===== src/design/crcdf_pkg.sv =====
// ----------------------------------------------------------------------------
// crcdf_pkg
// Shared types, constants and CRC-16/IBM helpers for the frame deframer.
// ----------------------------------------------------------------------------
package crcdf_pkg;

  // default body counter width
  localparam int COUNT_WIDTH_DEF = 16;

  // register widths and reset values
  localparam int HDR_W = 32;
  localparam int MAXLEN_W = 16;
  localparam int LEN_W = 32;
  localparam int BLEN_W = 16;
  localparam int CFG_DATA_W = 32;
  localparam logic [HDR_W-1:0] HEADER_WORD_RST = 32'hBBAC_CAAA;
  localparam logic [MAXLEN_W-1:0] MAX_DATA_LEN_RST = 16'd1024;

  // crc-16/ibm, reflected form
  localparam logic [15:0] CRC_POLY = 16'hA001;
  localparam logic [15:0] CRC_INIT = 16'h0000;

  // flags, command and crc take four bytes of the data length
  localparam logic [LEN_W-1:0] LEN_OVERHEAD = 32'd4;

  // register indexes
  typedef enum logic [0:0] {
    REG_HEADER_WORD  = 1'b0,
    REG_MAX_DATA_LEN = 1'b1
  } reg_index_t;

  // result item kinds
  localparam logic KIND_BODY = 1'b0;
  localparam logic KIND_END  = 1'b1;

  // end item status codes
  localparam logic [1:0] ST_OK      = 2'd0;
  localparam logic [1:0] ST_CRC_ERR = 2'd1;
  localparam logic [1:0] ST_LEN_ERR = 2'd2;

  // configuration seen by the frame logic
  typedef struct packed {
    logic [HDR_W-1:0]    header_word;
    logic [MAXLEN_W-1:0] max_data_len;
    logic [15:0]         header_crc;
  } cfg_t;

  // one result item
  typedef struct packed {
    logic              kind;
    logic [7:0]        body_byte;
    logic [7:0]        flags_byte;
    logic [7:0]        command;
    logic [BLEN_W-1:0] body_length;
    logic [1:0]        status;
  } res_t;

  // one byte through the crc, lsb first
  function automatic logic [15:0] crc16_byte(input logic [15:0] crc, input logic [7:0] b);
    logic [15:0] c;
    c = crc ^ {8'h00, b};
    for (int k = 0; k < 8; k++) begin
      if (c[0]) begin
        c = (c >> 1) ^ CRC_POLY;
      end else begin
        c = c >> 1;
      end
    end
    return c;
  endfunction

  // crc of a 32-bit word sent least significant byte first
  function automatic logic [15:0] crc16_word(input logic [HDR_W-1:0] w);
    logic [15:0] c;
    c = CRC_INIT;
    for (int k = 0; k < 4; k++) begin
      c = crc16_byte(c, w[8*k +: 8]);
    end
    return c;
  endfunction

endpackage


===== src/design/crcdf_in_reg.sv =====
// ----------------------------------------------------------------------------
// crcdf_in_reg
// Input register for received bytes; holds an item until the frame logic
// takes it, and refills in the same cycle.
// ----------------------------------------------------------------------------
module crcdf_in_reg import crcdf_pkg::*; (
  input  logic       clk,
  input  logic       rst,
  input  logic       in_valid,
  output logic       in_stall,
  input  logic [7:0] rx_byte,
  input  logic       take,
  output logic       held_valid,
  output logic [7:0] held_byte
);

  logic accept;

  // stall only while a held item is not being taken
  assign in_stall = held_valid && !take;
  assign accept = in_valid && !in_stall;

  // valid flag
  always_ff @(posedge clk) begin
    if (rst) begin
      held_valid <= 1'b0;
    end else if (accept) begin
      held_valid <= 1'b1;
    end else if (take) begin
      held_valid <= 1'b0;
    end
  end

  // payload
  always_ff @(posedge clk) begin
    if (accept) begin
      held_byte <= rx_byte;
    end
  end

endmodule


===== src/design/crcdf_cfg_regs.sv =====
// ----------------------------------------------------------------------------
// crcdf_cfg_regs
// Configuration registers, with the crc of the header word kept alongside
// so that the frame logic can seed its checksum at once.
// ----------------------------------------------------------------------------
module crcdf_cfg_regs import crcdf_pkg::*; (
  input  logic                  clk,
  input  logic                  rst,
  input  logic                  cfg_we,
  input  logic                  cfg_index,
  input  logic [CFG_DATA_W-1:0] cfg_data,
  output cfg_t                  cfg
);

  reg_index_t idx;

  assign idx = reg_index_t'(cfg_index);

  // register writes
  always_ff @(posedge clk) begin
    if (rst) begin
      cfg.header_word  <= HEADER_WORD_RST;
      cfg.max_data_len <= MAX_DATA_LEN_RST;
      cfg.header_crc   <= crc16_word(HEADER_WORD_RST);
    end else if (cfg_we) begin
      unique case (idx)
        REG_HEADER_WORD: begin
          cfg.header_word <= cfg_data[HDR_W-1:0];
          cfg.header_crc  <= crc16_word(cfg_data[HDR_W-1:0]);
        end
        REG_MAX_DATA_LEN: begin
          cfg.max_data_len <= cfg_data[MAXLEN_W-1:0];
        end
        default: begin
          cfg.max_data_len <= cfg.max_data_len;
        end
      endcase
    end
  end

endmodule


===== src/design/crcdf_step.sv =====
// ----------------------------------------------------------------------------
// crcdf_step
// Frame state and per-byte logic: header hunt, length, flags, command, body
// and crc check, producing at most one result item per byte.
// ----------------------------------------------------------------------------
module crcdf_step import crcdf_pkg::*; #(
  parameter int COUNT_WIDTH = COUNT_WIDTH_DEF
) (
  input  logic       clk,
  input  logic       rst,
  input  cfg_t       cfg,
  input  logic       item_valid,
  input  logic [7:0] item_byte,
  output logic       res_valid,
  output res_t       res
);

  typedef enum logic [6:0] {
    PH_HUNT  = 7'b0000001,
    PH_LEN   = 7'b0000010,
    PH_FLAGS = 7'b0000100,
    PH_CMD   = 7'b0001000,
    PH_BODY  = 7'b0010000,
    PH_CRCLO = 7'b0100000,
    PH_CRCHI = 7'b1000000
  } phase_t;

  localparam logic [COUNT_WIDTH-1:0] CNT_ZERO = '0;
  localparam logic [COUNT_WIDTH-1:0] CNT_ONE = COUNT_WIDTH'(1);
  localparam logic [COUNT_WIDTH-1:0] CNT_FOUR = COUNT_WIDTH'(4);

  phase_t                 phase, phase_next;
  logic [HDR_W-1:0]       header_window, header_window_next;
  logic [LEN_W-1:0]       length_shift, length_shift_next;
  logic [COUNT_WIDTH-1:0] byte_countdown, byte_countdown_next;
  logic [15:0]            crc_accum, crc_accum_next;
  logic [7:0]             held_flags, held_flags_next;
  logic [7:0]             held_command, held_command_next;
  logic [7:0]             crc_low_byte, crc_low_byte_next;

  logic [15:0]            crc_upd;
  logic [LEN_W-1:0]       len_new;
  logic [LEN_W-1:0]       body_len_full;
  logic [HDR_W-1:0]       win_new;
  logic [COUNT_WIDTH-1:0] cnt_inc;
  logic [COUNT_WIDTH-1:0] cnt_dec;
  logic [COUNT_WIDTH-1:0] cnt_hunt;
  logic [15:0]            crc_got;

  // shared datapath terms
  assign crc_upd = crc16_byte(crc_accum, item_byte);
  assign len_new = {item_byte, length_shift[LEN_W-1:8]};
  assign win_new = {item_byte, header_window[HDR_W-1:8]};
  assign body_len_full = length_shift - LEN_OVERHEAD;
  assign cnt_inc = byte_countdown + CNT_ONE;
  assign cnt_dec = byte_countdown - CNT_ONE;
  assign cnt_hunt = (byte_countdown < CNT_FOUR) ? cnt_inc : byte_countdown;
  assign crc_got = {item_byte, crc_low_byte};

  // next state and result
  always_comb begin
    phase_next          = phase;
    header_window_next  = header_window;
    length_shift_next   = length_shift;
    byte_countdown_next = byte_countdown;
    crc_accum_next      = crc_accum;
    held_flags_next     = held_flags;
    held_command_next   = held_command;
    crc_low_byte_next   = crc_low_byte;
    res_valid           = 1'b0;
    res                 = '0;
    if (item_valid) begin
      unique case (phase)
        PH_LEN: begin
          crc_accum_next      = crc_upd;
          length_shift_next   = len_new;
          byte_countdown_next = cnt_inc;
          if (cnt_inc >= CNT_FOUR) begin
            if (len_new < LEN_OVERHEAD ||
                len_new > {{(LEN_W-MAXLEN_W){1'b0}}, cfg.max_data_len}) begin
              // length out of range: report and hunt again
              phase_next          = PH_HUNT;
              header_window_next  = '0;
              byte_countdown_next = CNT_ZERO;
              res_valid           = 1'b1;
              res.kind            = KIND_END;
              res.status          = ST_LEN_ERR;
            end else begin
              byte_countdown_next = CNT_ZERO;
              phase_next          = PH_FLAGS;
            end
          end
        end
        PH_FLAGS: begin
          crc_accum_next  = crc_upd;
          held_flags_next = item_byte;
          phase_next      = PH_CMD;
        end
        PH_CMD: begin
          crc_accum_next      = crc_upd;
          held_command_next   = item_byte;
          byte_countdown_next = body_len_full[COUNT_WIDTH-1:0];
          phase_next = (body_len_full[COUNT_WIDTH-1:0] == CNT_ZERO) ? PH_CRCLO : PH_BODY;
        end
        PH_BODY: begin
          crc_accum_next      = crc_upd;
          byte_countdown_next = cnt_dec;
          if (cnt_dec == CNT_ZERO) begin
            phase_next = PH_CRCLO;
          end
          res_valid     = 1'b1;
          res.kind      = KIND_BODY;
          res.body_byte = item_byte;
        end
        PH_CRCLO: begin
          crc_low_byte_next = item_byte;
          phase_next        = PH_CRCHI;
        end
        PH_CRCHI: begin
          // end of frame: compare received crc
          phase_next          = PH_HUNT;
          header_window_next  = '0;
          byte_countdown_next = CNT_ZERO;
          res_valid           = 1'b1;
          res.kind            = KIND_END;
          res.flags_byte      = held_flags;
          res.command         = held_command;
          res.body_length     = body_len_full[BLEN_W-1:0];
          res.status          = (crc_got == crc_accum) ? ST_OK : ST_CRC_ERR;
        end
        default: begin
          // header hunt, also taken by unused codes
          phase_next          = PH_HUNT;
          header_window_next  = win_new;
          byte_countdown_next = cnt_hunt;
          if (cnt_hunt >= CNT_FOUR && win_new == cfg.header_word) begin
            crc_accum_next      = cfg.header_crc;
            length_shift_next   = '0;
            byte_countdown_next = CNT_ZERO;
            phase_next          = PH_LEN;
          end
        end
      endcase
    end
  end

  // state registers
  always_ff @(posedge clk) begin
    if (rst) begin
      phase          <= PH_HUNT;
      header_window  <= '0;
      length_shift   <= '0;
      byte_countdown <= CNT_ZERO;
      crc_accum      <= CRC_INIT;
      held_flags     <= '0;
      held_command   <= '0;
      crc_low_byte   <= '0;
    end else begin
      phase          <= phase_next;
      header_window  <= header_window_next;
      length_shift   <= length_shift_next;
      byte_countdown <= byte_countdown_next;
      crc_accum      <= crc_accum_next;
      held_flags     <= held_flags_next;
      held_command   <= held_command_next;
      crc_low_byte   <= crc_low_byte_next;
    end
  end

endmodule


===== src/design/crcdf_out_buf.sv =====
// ----------------------------------------------------------------------------
// crcdf_out_buf
// Two-entry result buffer; the head entry drives the output channel and the
// second entry absorbs an item produced while the output is stalled.
// ----------------------------------------------------------------------------
module crcdf_out_buf import crcdf_pkg::*; (
  input  logic clk,
  input  logic rst,
  input  logic push,
  input  res_t push_item,
  output logic room,
  output logic out_valid,
  input  logic out_stall,
  output res_t head
);

  logic [1:0] count;
  res_t       tail;
  logic       pop;

  assign out_valid = (count != 2'd0);
  assign room = (count != 2'd2);
  assign pop = out_valid && !out_stall;

  // fill count
  always_ff @(posedge clk) begin
    if (rst) begin
      count <= 2'd0;
    end else if (push && !pop) begin
      count <= count + 2'd1;
    end else if (pop && !push) begin
      count <= count - 2'd1;
    end
  end

  // entries
  always_ff @(posedge clk) begin
    if (pop) begin
      if (count == 2'd2) begin
        head <= tail;
      end else if (push) begin
        head <= push_item;
      end
    end else if (push) begin
      if (count == 2'd0) begin
        head <= push_item;
      end else begin
        tail <= push_item;
      end
    end
  end

endmodule


===== src/design/crc16_frame_deframer.sv =====
// ----------------------------------------------------------------------------
// crc16_frame_deframer
// Byte-stream deframer: header hunt, length check, body pass-through and
// CRC-16/IBM check of each frame.
// ----------------------------------------------------------------------------
// The block takes one received byte per clock cycle, sustained, as long as
// results are taken. Each byte is held in an input register and handled by
// the frame logic once the result buffer has room; any result it causes (a
// body byte or an end-of-frame status) is registered into the result buffer,
// which drives the output. The rate is set by the single frame-state update
// per byte, whose CRC step is one unrolled byte update. A two-entry result
// buffer lets input keep flowing while the output is stalled, until its
// second entry fills. Configuration writes take effect from the next byte.
// ----------------------------------------------------------------------------
module crc16_frame_deframer import crcdf_pkg::*; #(
  parameter int COUNT_WIDTH = COUNT_WIDTH_DEF
) (
  input  logic                  clk,
  input  logic                  rst,
  input  logic                  cfg_we,
  input  logic                  cfg_index,
  input  logic [CFG_DATA_W-1:0] cfg_data,
  input  logic                  in_valid,
  output logic                  in_stall,
  input  logic [7:0]            rx_byte,
  output logic                  out_valid,
  input  logic                  out_stall,
  output logic                  kind,
  output logic [7:0]            body_byte,
  output logic [7:0]            flags_byte,
  output logic [7:0]            command,
  output logic [BLEN_W-1:0]     body_length,
  output logic [1:0]            status
);

  cfg_t       cfg;
  logic       held_valid;
  logic [7:0] held_byte;
  logic       room;
  logic       take;
  logic       res_valid;
  res_t       res;
  res_t       head;

  // a held byte is processed whenever the result buffer has space
  assign take = held_valid && room;

  crcdf_cfg_regs u_cfg (
    .clk       (clk),
    .rst       (rst),
    .cfg_we    (cfg_we),
    .cfg_index (cfg_index),
    .cfg_data  (cfg_data),
    .cfg       (cfg)
  );

  crcdf_in_reg u_in (
    .clk        (clk),
    .rst        (rst),
    .in_valid   (in_valid),
    .in_stall   (in_stall),
    .rx_byte    (rx_byte),
    .take       (take),
    .held_valid (held_valid),
    .held_byte  (held_byte)
  );

  crcdf_step #(
    .COUNT_WIDTH (COUNT_WIDTH)
  ) u_step (
    .clk        (clk),
    .rst        (rst),
    .cfg        (cfg),
    .item_valid (take),
    .item_byte  (held_byte),
    .res_valid  (res_valid),
    .res        (res)
  );

  crcdf_out_buf u_out (
    .clk       (clk),
    .rst       (rst),
    .push      (res_valid),
    .push_item (res),
    .room      (room),
    .out_valid (out_valid),
    .out_stall (out_stall),
    .head      (head)
  );

  // result fields
  assign kind        = head.kind;
  assign body_byte   = head.body_byte;
  assign flags_byte  = head.flags_byte;
  assign command     = head.command;
  assign body_length = head.body_length;
  assign status      = head.status;

endmodule

===== config.mk =====
export PLATFORM = sky130hd
export DESIGN_NAME = crc16_frame_deframer
export DESIGN_NICKNAME = d
export VERILOG_FILES = /design/src/design/crcdf_pkg.sv /design/src/design/crcdf_in_reg.sv /design/src/design/crcdf_cfg_regs.sv /design/src/design/crcdf_step.sv /design/src/design/crcdf_out_buf.sv /design/src/design/crc16_frame_deframer.sv
export SDC_FILE = /design/constraint.sdc
export NUM_CORES = 1
export LEC_CHECK = 0
export BUFFER_PORTS_ARGS = -buffer_cell sky130_fd_sc_hd__buf_2
export CORE_ASPECT_RATIO = 1.25
export CORE_MARGIN = 2
export CORE_UTILIZATION = 55
export DETAILED_ROUTE_END_ITERATION = 10
export HOLD_SLACK_MARGIN = 0.1
export PLACE_DENSITY_LB_ADDON = 0.12
export SYNTH_ARGS = -nofsm -noshare
export SYNTH_HDL_FRONTEND = slang
export SYNTH_SLANG_ARGS = --single-unit
export TNS_END_PERCENT = 100

===== constraint.sdc =====
create_clock -name clk -period 10.6 [get_ports clk]
set_clock_uncertainty 0.2 [all_clocks]
set_input_delay 1.59 -clock clk [delete_from_list [all_inputs] [get_ports clk]]
set_output_delay 1.59 -clock clk [all_outputs]
set_load 0.02 [all_outputs]

==> impl_metrics.toml <==
[cts]
htreeDepth = 1
clock_sinks = 280
worst_skew_pair.late_latency_ns = 0.54
post_cts_resized = 0
cts-root-buf = "clkbuf_16"
cts_made_buffers = 27
cts_tree = "done"
path_clk_slew_ns = 0.06
cts_hold_buf = 0
clockBufferDepth = 3
cts_setup_buffers = 0

[detailed_routing]
routed_wl_mm = 30.8
vias = 9986
route.detailed.drc = 0
vias_per_cell = 5.53
drt_iter0_drc = 771
dr.pass1.iters = 5
wl_per_cell_um = 17.0
drtAntennaViolNets = 0

[timing]
setup_violations = 0
fin_crit_sh = 0.420
slew_headroom = 0.245
rsz0062_at_grt = "false"
drv_slew = 0
fin_ws_ns = 6.15
min_period_ns = 4.45
tns_ns = 0
hold_violations = 0
tightest_slew_ns = 1.13
fmax_ghz = 0.225

[layout]
fin_cells = 1807
area_delta_synth_final_pct = 11.6
diodes = 0
drive_gt1_frac = 0.113
utilization = 0.628
final_nets = 1531
fillers = 2080

[global_route]
grt_use_met3 = 0.0361
grt_util_met2 = 0.422
track_usage = 0.243
grt_first_pass_wirelength_mm = 49.6
top_usage_layer = "met2"
antenna_found_initial = 0
grt_overflow = 0
grt_max_degree = 101
gr-usage-met1 = 0.312
grt_pass1_vias = 9364

[synth]
synth_cells = 1419
async_flop_share = 0
syn-num-nets = 1488
synthDistinctLibCells = 57
synth_top_area_cell = "dfxtp_1"
yosysWarnings = 0
ys_seq_area_frac = 0.487
netlist_area_um2 = 13400
synth_seq_cells = 280
syn-mean-instance-area_um2 = 9.47
synth_ff_type = "dfxtp_1"
synth_top_cell_area_share = 0.277
synthTopCellsByArea = "dfxtp_1 28%, edfxtp_1 21%, xnor2_1 7.0%"
synth_edf_count = 94

[worst_setup_path]
worstSetupStartpointType = "flip-flop"
cp.arrival_ns = 4.42
worst_ep_required_time_ns = 10.57
crit_start = "u_step.phase[5]"
crit_type = "flip-flop to flip-flop"
timing.rr.start = "u_step.phase[5]"
end_kind = "flip-flop"
crit_fanout = 43

[floorplanning]
die-height_um = 179
die-area_um2 = 25700
fp-row-count = 63
pin_count = 91
initial_utilization = 0.562
placeableCoreArea_um2 = 23900
die_x_um = 144

[flow_run]
max_cap_viol_count = 0

[pwr]
seqPwrFrac = 0.483
leakage_nw = 5.86
intPower_w = 0.00181
vdd_drop_max_mv = 0.151
power.density_nw_per_um2 = 160
p_comb_frac = 0.120
swShare = 0.247
clock_power_share = 0.397
p_sw_w = 0.000593

[placement]
place_ws_ns = 6.14
io_buffers = 90
gp_congestion = 0.905
hpwl_mm = 21.6
place_inst = 1758

[hold_path]
hp-start = "u_step.held_command[7]"
hold_class = "flip-flop to flip-flop"

[outcome]
status = "completed"
## power groups by stage
stage,clock [W],combinational (W),sequential [W]
final,0.000955,0.000287,0.00116
after global routing,0.00101,0.000315,0.00116
after CTS,0.000970,0.000290,0.00116
after detailed placement,0,0.000288,0.00118
after global placement,0,0.000286,0.00118
after floorplan,0,0.000230,0.00117
## logic make-up after synthesis
logic type / after synthesis / synth area share
compound gates: 236 / 0.117
flops: 280 / 0.487
mux: 52 / 0.0387
simple gates: 537 / 0.190
buf+inv: 125 / 0.0360
fa+ha+maj: 23 / 0.0214
xor+xnor: 166 / 0.109
## registers in the layout, indices dropped and copies added, names as in the netlist
register               flops
u_step.held_command        8
u_out.head                43
u_step.crc_low_byte        8
u_step.byte_countdown     16
u_out.tail                43
u_out.count                2
u_in.held_byte             8
u_step.length_shift       32
u_step.crc_accum          16
u_in.held_valid            1
u_step.phase               7
u_cfg.cfg                 64
u_step.header_window      24
u_step.held_flags          8
## layout make-up
| type | count | area (µm²) | area share |
|---|---|---|---|
| well taps | 325 | 407 | 0.0271 |
| multi-input cells | 1014 | 6450 | 0.430 |
| clock buffers | 33 | 739 | 0.0493 |
| inverters | 30 | 113 | 0.00751 |
| flip-flops and latches | 280 | 6550 | 0.437 |
| repair buffers | 109 | 596 | 0.0397 |
| clock inverters | 16 | 139 | 0.00926 |
## cell usage after synthesis, drive strengths merged (7+ instances only)
| cell type | number |
|---|---|
| a211o | 9 |
| nor2 | 143 |
| nand2b | 28 |
| dfxtp | 186 |
| o21ai | 14 |
| xor2 | 58 |
| or4 | 7 |
| nand3 | 24 |
| o22ai | 12 |
| a211oi | 15 |
| nor4 | 26 |
| nand4 | 15 |
| nor3 | 32 |
| ha | 23 |
| nand2 | 181 |
| inv | 30 |
| xnor2 | 107 |
| mux2i | 52 |
| nand3b | 24 |
| clkbuf | 87 |
| a21o | 47 |
| buf | 8 |
| a21oi | 72 |
| edfxtp | 94 |
| a22oi | 42 |
| and2 | 29 |
## critical path, cell delays in order, from the launching register on
cell and delay, ns:
dfxtp_1 0.35, or3_1 0.43, nor3_1 0.27, nand3b_1 0.68, nor2_1 0.68, nor3_1 0.27
ha_1 0.31, a211o_1 0.31, o32ai_4 0.09, buf_4 0.48
## per-stage QoR
| stage | hold slack (ns) | power, W | area [µm²] |
|---|---|---|---|
| floorplan | 0.232 | 0.00140 | 13400 |
| global placement | 0.238 | 0.00147 | 14100 |
| detailed placement | 0.243 | 0.00147 | 14100 |
| CTS | 0.253 | 0.00242 | 15000 |
| global route | 0.268 | 0.00249 | 15000 |
| finish | 0.252 | 0.00240 | 15000 |
## final timing paths
path | end | slack (ns) | cells after the start
max | u_out.head[24] | 6.15 | 9
min | u_step.held_command[7] | 0.25 | 2
max reg2reg | u_out.head[24] | 6.15 | 9
min reg2reg | u_step.held_command[7] | 0.25 | 2
## placed cells by master, fill, tap and decap left out, types with 20 or more instances in the layout
cell type    n
a21o_1      47
a21oi_1     71
a22oi_1     42
and2_1      29
buf_2       89
buf_4       20
clkbuf_16   28
dfxtp_1    186
edfxtp_1    94
ha_1        23
inv_1       30
mux2i_1     52
nand2_1    181
nand2b_1    28
nand3_1     23
nand3b_1    24
nor2_1     140
nor3_1      31
nor4_1      25
xnor2_1    107
xor2_1      58
## layer usage
| layer | up-vias | routed length, µm |
|---|---|---|
| li1 | 4999 | - |
| met1 | 4720 | 13500 |
| met2 | 217 | 15100 |
| met3 | 50 | 1360 |
| met4 | 0 | 788 |
| met5 | - | 0 |
Power figures use the tool's default switching activity.
